===== config.mk =====
export PLATFORM = sky130hd
export DESIGN_NAME = rvc_regfile
export DESIGN_NICKNAME = d
export VERILOG_FILES = /design/src/hw/rtl/rvc_pkg.sv /design/src/hw/rtl/rvc_regfile.sv
export SDC_FILE = /design/constraint.sdc
export NUM_CORES = 1
export LEC_CHECK = 0
export BUFFER_PORTS_ARGS = -buffer_cell sky130_fd_sc_hd__clkbuf_2
export CAP_MARGIN = 10
export CORE_UTILIZATION = 35
export CTS_CLUSTER_SIZE = 25
export DETAILED_ROUTE_END_ITERATION = 7
export PLACE_DENSITY = 0.48
export SLEW_MARGIN = 20
export SYNTH_ARGS = -nofsm -noshare
export SYNTH_HDL_FRONTEND = slang
export SYNTH_SLANG_ARGS = --single-unit

===== constraint.sdc =====
create_clock -name clk -period 2.8 [get_ports clk]
set_input_delay 0.28 -clock clk [delete_from_list [all_inputs] [get_ports clk]]
set_output_delay 0.28 -clock clk [all_outputs]
set_load 0.005 [all_outputs]

===== src/hw/rtl/rvc_pkg.sv =====
package rvc_pkg;

  localparam int MEM_BYTES = 65536;
  localparam int ROWS      = MEM_BYTES / 4;
  localparam int OFF_W     = $clog2(MEM_BYTES);
  localparam int ROW_W     = $clog2(ROWS);

  localparam logic [31:0] MEM_ORIGIN   = 32'h8000_0000;
  localparam logic [31:0] START_RESET  = 32'h8000_0000;
  localparam logic [31:0] SP_TOP       = MEM_ORIGIN + 32'(MEM_BYTES);
  localparam logic [31:0] UPPER_MASK   = 32'hFFFF_F000;

  localparam logic [6:0] OPC_LUI    = 7'b011_0111;
  localparam logic [6:0] OPC_AUIPC  = 7'b001_0111;
  localparam logic [6:0] OPC_JAL    = 7'b110_1111;
  localparam logic [6:0] OPC_JALR   = 7'b110_0111;
  localparam logic [6:0] OPC_BRANCH = 7'b110_0011;
  localparam logic [6:0] OPC_LOAD   = 7'b000_0011;
  localparam logic [6:0] OPC_STORE  = 7'b010_0011;
  localparam logic [6:0] OPC_OPIMM  = 7'b001_0011;
  localparam logic [6:0] OPC_OP     = 7'b011_0011;
  localparam logic [6:0] F7_ALT     = 7'b010_0000;

  localparam logic [2:0] F3_ADD  = 3'd0;
  localparam logic [2:0] F3_SLL  = 3'd1;
  localparam logic [2:0] F3_SLT  = 3'd2;
  localparam logic [2:0] F3_SLTU = 3'd3;
  localparam logic [2:0] F3_XOR  = 3'd4;
  localparam logic [2:0] F3_SR   = 3'd5;
  localparam logic [2:0] F3_OR   = 3'd6;
  localparam logic [2:0] F3_AND  = 3'd7;

  localparam logic [2:0] F3_BEQ  = 3'd0;
  localparam logic [2:0] F3_BNE  = 3'd1;
  localparam logic [2:0] F3_BLT  = 3'd4;
  localparam logic [2:0] F3_BGE  = 3'd5;
  localparam logic [2:0] F3_BLTU = 3'd6;
  localparam logic [2:0] F3_BGEU = 3'd7;

  localparam logic [2:0] F3_LB   = 3'd0;
  localparam logic [2:0] F3_LH   = 3'd1;
  localparam logic [2:0] F3_LW   = 3'd2;
  localparam logic [2:0] F3_LBU  = 3'd4;
  localparam logic [2:0] F3_LHU  = 3'd5;

  localparam logic [2:0] LEN_B = 3'd1;
  localparam logic [2:0] LEN_H = 3'd2;
  localparam logic [2:0] LEN_W = 3'd4;

  typedef enum logic [1:0] {
    ITEM_WRITE   = 2'd0,
    ITEM_STEP    = 2'd1,
    ITEM_RESTART = 2'd2,
    ITEM_NOP     = 2'd3
  } item_op_t;

  typedef enum logic [1:0] {
    STS_OK      = 2'd0,
    STS_PC_ZERO = 2'd1,
    STS_BAD_OP  = 2'd2,
    STS_RANGE   = 2'd3
  } status_t;

  typedef enum logic [2:0] {
    ST_CLEAR,
    ST_IDLE,
    ST_RD,
    ST_EX,
    ST_LD,
    ST_RESP
  } state_t;

  typedef struct packed {
    logic             re;
    logic             we;
    logic [OFF_W-1:0] off;
    logic [2:0]       len;
    logic [31:0]      wdata;
  } mem_req_t;

  typedef struct packed {
    logic       re;
    logic [4:0] ra1;
    logic [4:0] ra2;
  } rf_rd_t;

  typedef struct packed {
    logic        we;
    logic [4:0]  wa;
    logic [31:0] wd;
  } rf_wr_t;

  function automatic logic map_ok(logic [31:0] a, logic [2:0] len);
    logic [32:0] e;
    e = {1'b0, a - MEM_ORIGIN} + 33'(len);
    return (a >= MEM_ORIGIN) && (e <= 33'(MEM_BYTES));
  endfunction

  function automatic logic [OFF_W-1:0] map_off(logic [31:0] a);
    logic [31:0] d;
    d = a - MEM_ORIGIN;
    return d[OFF_W-1:0];
  endfunction

  function automatic logic [31:0] alu(logic [2:0] f3, logic [31:0] a, logic [31:0] b,
                                      logic sub, logic sra);
    logic [31:0] r;
    unique case (f3)
      F3_ADD:  r = sub ? a - b : a + b;
      F3_SLL:  r = a << b[4:0];
      F3_SLT:  r = {31'd0, $signed(a) < $signed(b)};
      F3_SLTU: r = {31'd0, a < b};
      F3_XOR:  r = a ^ b;
      F3_SR:   r = sra ? 32'($signed(a) >>> b[4:0]) : a >> b[4:0];
      F3_OR:   r = a | b;
      F3_AND:  r = a & b;
      default: r = a & b;
    endcase
    return r;
  endfunction

endpackage


===== src/hw/rtl/rvc_regfile.sv =====
module rvc_regfile (
  input  logic             clk,
  input  logic             rst_n,
  input  rvc_pkg::rf_rd_t  rd,
  input  rvc_pkg::rf_wr_t  wr,
  input  logic             clr_sp,
  output logic [31:0]      rs1,
  output logic [31:0]      rs2
);

  logic [31:0] ram [32];
  logic [31:0] valid_r;
  logic [31:0] d1_r, d2_r;
  logic        v1_r, v2_r, sp1_r, sp2_r;

  always_ff @(posedge clk) begin
    if (wr.we) begin
      ram[wr.wa] <= wr.wd;
    end
    if (rd.re) begin
      d1_r  <= ram[rd.ra1];
      d2_r  <= ram[rd.ra2];
      v1_r  <= valid_r[rd.ra1];
      v2_r  <= valid_r[rd.ra2];
      sp1_r <= rd.ra1 == 5'd2;
      sp2_r <= rd.ra2 == 5'd2;
    end
  end

  always_ff @(posedge clk) begin
    if (!rst_n) begin
      valid_r <= '0;
    end else begin
      if (clr_sp) begin
        valid_r[2] <= 1'b0;
      end
      if (wr.we) begin
        valid_r[wr.wa] <= 1'b1;
      end
    end
  end

  assign rs1 = v1_r ? d1_r : (sp1_r ? rvc_pkg::SP_TOP : '0);
  assign rs2 = v2_r ? d2_r : (sp2_r ? rvc_pkg::SP_TOP : '0);

endmodule


==> results of run 1 <==
[power groups by stage]
stage               sequential, mW  combinational (mW)  clock [mW]
floorplan                     19.2                1.77           0
global placement              19.3                3.22           0
detailed placement            19.3                3.25           0
CTS                           18.9                3.26        17.2
global route                  19.0                3.43        17.8
finish                        18.9                3.26        16.9
[registers in the layout, indices dropped and copies added (netlist names)]
register	flops
d1_r	32
d2_r	32
ram	1024
sp1_r	1
sp2_r	1
v1_r	1
v2_r	1
valid_r	32
[worst max-delay path, stage by stage (launching register included)]
cell	delay, ns
edfxtp_1	0.32
buf_4	0.54
nand2b_1	0.28
nand2_1	0.22
clkbuf_2	0.18
[metrics by stage]
stage / power [mW] / utilization / worst slack, ns / area [sq um] / hold WS (ns)
2_1_floorplan: 21.0 / - / 0.0533 / 51300 / 0.379
3_3_place_gp: 22.5 / 0.386 / 0.241 / 56200 / 0.467
3_5_place_dp: 22.5 / 0.386 / 0.237 / 56200 / 0.481
4_1_cts: 39.4 / 0.415 / 0.147 / 60400 / 0.0249
5_1_grt: 40.1 / 0.415 / 0.0903 / 60500 / 0.0429
6_report: 39.1 / 0.415 / 0.202 / 60500 / 0.0692
[synth_stat cells]
master,instances,area share
nand3_1,101,0.0098
edfxtp_1,1092,0.64
or2_2,1,0.00012
a22o_1,78,0.013
buf_2,91,0.0089
nor2_1,36,0.0026
a211oi_1,21,0.0031
buf_1,23,0.0017
buf_4,11,0.0016
o22ai_1,33,0.0040
or3b_2,3,0.00051
clkbuf_1,113,0.0083
a2111oi_0,2,0.00034
nor3_1,33,0.0032
nor3b_1,1,0.00015
nor2b_1,5,0.00061
buf_6,6,0.0013
a31oi_1,33,0.0040
o21a_1,32,0.0047
mux2i_1,660,0.13
nand2b_1,6,0.00073
nand2_1,113,0.0083
and2_1,62,0.0076
dfxtp_1,32,0.012
or3_1,2,0.00024
a22oi_1,174,0.025
a21oi_1,144,0.014
o221ai_1,33,0.0056
a2111oi_2,4,0.0012
nand3b_1,5,0.00073
a2111oi_1,6,0.0012
mux4_2,198,0.087
[cells by family (layout without fill, tap and decap cells)]
logic type,after synthesis,in the layout,synth area share
DFF,1124,1124,0.651
muxes,858,858,0.216
AOI/OAI and AO/OA,560,560,0.0769
and+or+nand+nor,368,368,0.0346
buffers and inverters,244,571,0.0217
other,0,6,0
[area by class of cell]
type	instances	share of cell area
well taps	1917	0.0397
multi-input cells	1786	0.283
diodes	6	0.000248
flip-flops and latches	1124	0.553
clock inverters	68	0.0117
clock buffers	168	0.0581
repair buffers	335	0.0549
[per-layer routing]
layer  track usage  part of all wire  vias to the layer above
li1              -                 -                    13402
met1         0.328              0.41                    17365
met2         0.413              0.48                     1478
met3        0.0443             0.066                      395
met4         0.108             0.041                        8
met5             0           0.00030                        -
[path summary, 6_finish.rpt]
path | cells past startpoint | to | startpoint
worst max register to register | 4 | d2_r[29]$_DFFE_PP_ | ram[15][29]$_DFFE_PP_
worst min-delay path | 1 | d1_r[24]$_DFFE_PP_ | rd[10]
worst min register to register | 1 | valid_r[7]$_SDFFE_PN0P_ | valid_r[7]$_SDFFE_PN0P_
worst max-delay path | 4 | rs2[31] | v2_r$_DFFE_PP_
==> impl_metrics.toml, run 1 <==
[layout]
layout_common_cells = "1,092 x edfxtp_1, 660 x mux2i_1, 198 x mux4_2"
final-seq-area_sq_um = 33400
syn2layout_area_growth_pct = 17.8
fin_cells = 5404
layout-drive-gt1-share = 0.220
nNetsFinal = 3429
fill_cells = 12949
final_common_cell = "edfxtp_1"
multi_input_area_sq_um = 17100

[power]
p_per_area_nw_per_um2 = 647
p_sw_frac = 0.233
internal-power_mw = 30.0
p_sw_mw = 9.11
pwr-share-seq = 0.485
irDropWorstVdd_v = 0.000420
p_leak_nw = 21.1
power.share.clock = 0.432
comb_power_share = 0.083

[routing]
num_vias = 32648
antenna_left = 0
drc_errors = 0
first_pass_iters = 6
initialDrtViolationCount = 3122
vias_per_cell = 6.04
drt_wl_total_um = 188000
wl_per_cell_um = 34.8

[timing]
finalSetupTns_ns = 0
fin_crit_ns = 2.60
period_share = 0.928
slew_violations = 0
hold_violations = 0
slew_headroom = 0.225
setup_viol_count_final = 0
fin_skew_ns = 0.0291
rsz0062_at_grt = "false"
worst_slew_pin_slew_ns = 1.16
fmax_mhz = 385

[clocking]
cts_resized = 0
cts_setup_buffers = 0
clk_path_buf_depth = 3
clkSlewWorstSetupHoldPaths_ns = 0.06
insertion_delay_ns = 0.77
cts_tree = "built"
cts_root_buffer = "clkbuf_16"
cts_max_level = 4
cts_made_buffers = 130
ctsHoldBuffers = 1
clock_sinks = 1124

[hold_path]
min_path_type = "in -> reg"

[global_routing]
antenna_found_initial = 17
grt_first_pass_wirelength_um = 259000
grt_use_total = 0.252
grt_max_degree = 74
grt_pass1_vias = 33651
overflow = 0

[floorplanning]
dieArea_sq_um = 148000
die_y_um = 385
core-area_sq_um = 146000
boundaryPins = 116
initial_core_util = 0.353
rows = 140
die_w_um = 385

[logic_synthesis]
synthCells = 3154
yosysUniqueCellTypes = 32
syn_avg_cell_area_sq_um = 16.3
syn_area_sq_um = 51300
yosys_warnings = 0
ys_seq_area_frac = 0.651
syn-num-nets = 3206
ys_seq_elements = 1124

[placement]
dp_hpwl_um = 113000
gp_congestion = 0.800
place_inst = 5161
port-buffer-count = 115

[setup_path]
cp.arrival_ns = 2.32
crit_type = "reg -> out"
cp-end-kind = "output pin"
reg2reg_slack_ns = 0.70
start_kind = "register"
path_max_fanout = 33
critPathRequiredTime_ns = 2.52

[run_status]
status = "finished clean"

[job]
maxCapViolCount = 0
Note: power is estimated with default switching activity, not from simulation.
==> run 2, diff against run 1 <==
- SETUP_SLACK_MARGIN: not set -> 0.5
==> run 2 against run 1 <==
Against the previous run:
- fmax rose by 15%
- highest routed layer unchanged
- routed wire length is 1.3% higher
- power shrank 2.3%
==> impl_metrics.toml, run 2 (synthesized netlist as in run 1, its figures left out) <==
[routing]
antenna_left = 0
drt_wl_total_um = 190000
vias_per_cell = 6.10
wl_per_cell_um = 35.1
first_pass_iters = 6
drc_errors = 0
num_vias = 33053
initialDrtViolationCount = 3413

[clocking]
insertion_delay_ns = 0.77
cts_tree = "built"
cts_max_level = 4
clock_sinks = 1124
cts_root_buffer = "clkbuf_16"
cts_made_buffers = 130
clk_path_buf_depth = 3
clkSlewWorstSetupHoldPaths_ns = 0.06

[layout]
multi_input_area_sq_um = 17100
final_area_sq_um = 60400
layout-drive-gt1-share = 0.222
largest_reg_flops = 1024
regMostFlops = "ram"
syn2layout_area_growth_pct = 17.6
nNetsFinal = 3446
utilization = 0.415
layout_common_cells = "1,092 x edfxtp_1, 660 x mux2i_1, 198 x mux4_2"
final-seq-area_sq_um = 33400
fill_cells = 12958
final_common_cell = "edfxtp_1"

[setup_path]
start_kind = "register"
cp.arrival_ns = 1.98
crit_type = "reg -> out"
crit_cells = 4
path_max_fanout = 13
crit_path_top_delay_cell = "edfxtp_1"
cp-end-kind = "output pin"
crit_family = "buffers and inverters"
crit_buf_inv = 3
cp_slowest_stage_delay_ns = 0.39
critPathRequiredTime_ns = 2.52
r2r_cells = 4
crit_chain = "buf_12 > buf_4 > and2_2 > clkbuf_2"

[global_routing]
antenna_found_initial = 21
grt_first_pass_wirelength_um = 264000
grt_pass1_vias = 33990
overflow = 0
grt_max_degree = 79
grt_use_total = 0.256

[timing]
rsz0062_at_grt = "true"
fin_skew_ns = 0.0214
setup_viol_count_final = 0
slew_headroom = 0.355
slew_violations = 0
hold_violations = 0
fmax_mhz = 442
fin_crit_ns = 2.26
period_share = 0.808
worst_slew_pin_slew_ns = 0.967
finalSetupTns_ns = 0
whs_ns = 0.0572

[job]
maxCapViolCount = 0

[hold_path]
min_path_cells = 1
min_path_type = "in -> reg"

[power]
p_per_area_nw_per_um2 = 633
p_leak_nw = 21.1
irDropWorstVdd_v = 0.000442

[floorplanning]
core-area_sq_um = 146000
dieArea_sq_um = 148000
die_y_um = 385
initial_core_util = 0.353
rows = 140
boundaryPins = 116
die_w_um = 385

[run_status]
status = "finished clean"

[placement]
dp_hpwl_um = 112000
postPlaceCellArea_sq_um = 56300
gp_congestion = 0.823
port-buffer-count = 115
## run 2: cell count changes in the layout (fill, tap and decap cells not counted), moves of 3 or more
cell       before  now
clkinv_8        4    1
clkbuf_1       31   40
bufinv_16      12    2
nand2_2         2    5
clkbuf_16     134  138
inv_6           5    2
buf_4         137  149
nand2_1       111  108
buf_12         84   87
## run 2: cell type report
cell class                 count  area share
antenna                        7    0.000290
clock buffer                 179      0.0599
clock inverter                51     0.00491
multi-input combinational   1786       0.283
sequential                  1124       0.554
tap                         1917      0.0397
timing repair buffer         352      0.0581
## run 2: through the flow
stage | instances | power (mW) | setup WS, ns
after floorplan | 3154 | 21.0 | 0.0533
after global placement | 5172 | 22.5 | 0.318
after detailed placement | 5172 | 22.6 | 0.247
after CTS | 5409 | 38.5 | 0.495
after global routing | 5412 | 39.3 | 0.486
final | 5416 | 38.2 | 0.538
## run 2: report_power, final
group / total, mW / switching, mW / internal, mW
sequential: 18.9 / 0.170 / 18.8
combinational: 3.32 / 2.04 / 1.27
clock: 15.9 / 6.76 / 9.17
total: 38.2 / 8.97 / 29.2
## run 2: worst paths after layout
path                                               start                  endpoint  slack (ns)
worst min register to register  valid_r[17]$_SDFFE_PN0P_  valid_r[17]$_SDFFE_PN0P_        0.49
worst max-delay path                      v1_r$_DFFE_PP_                   rs1[12]        0.54
worst min-delay path                              rd[10]        d2_r[16]$_DFFE_PP_        0.06
worst max register to register     ram[15][30]$_DFFE_PP_        d2_r[30]$_DFFE_PP_        0.70
## run 2: timing repair
action	in CTS	in global routing
gates cloned	1	0
setup endpoints to repair	34	5
hold endpoints to repair	1	0
gates resized for setup	11	1
hold buffers	1	0
setup buffers	5	0
## run 2: metal layers
metal  vias to the layer above  wire length (um)  track usage
met5                         -                30            0
met4                         4              6230       0.0918
met3                       367             14200       0.0466
met2                      1600             89000        0.406
met1                     17672             80900        0.351
li1                      13410                 -            -
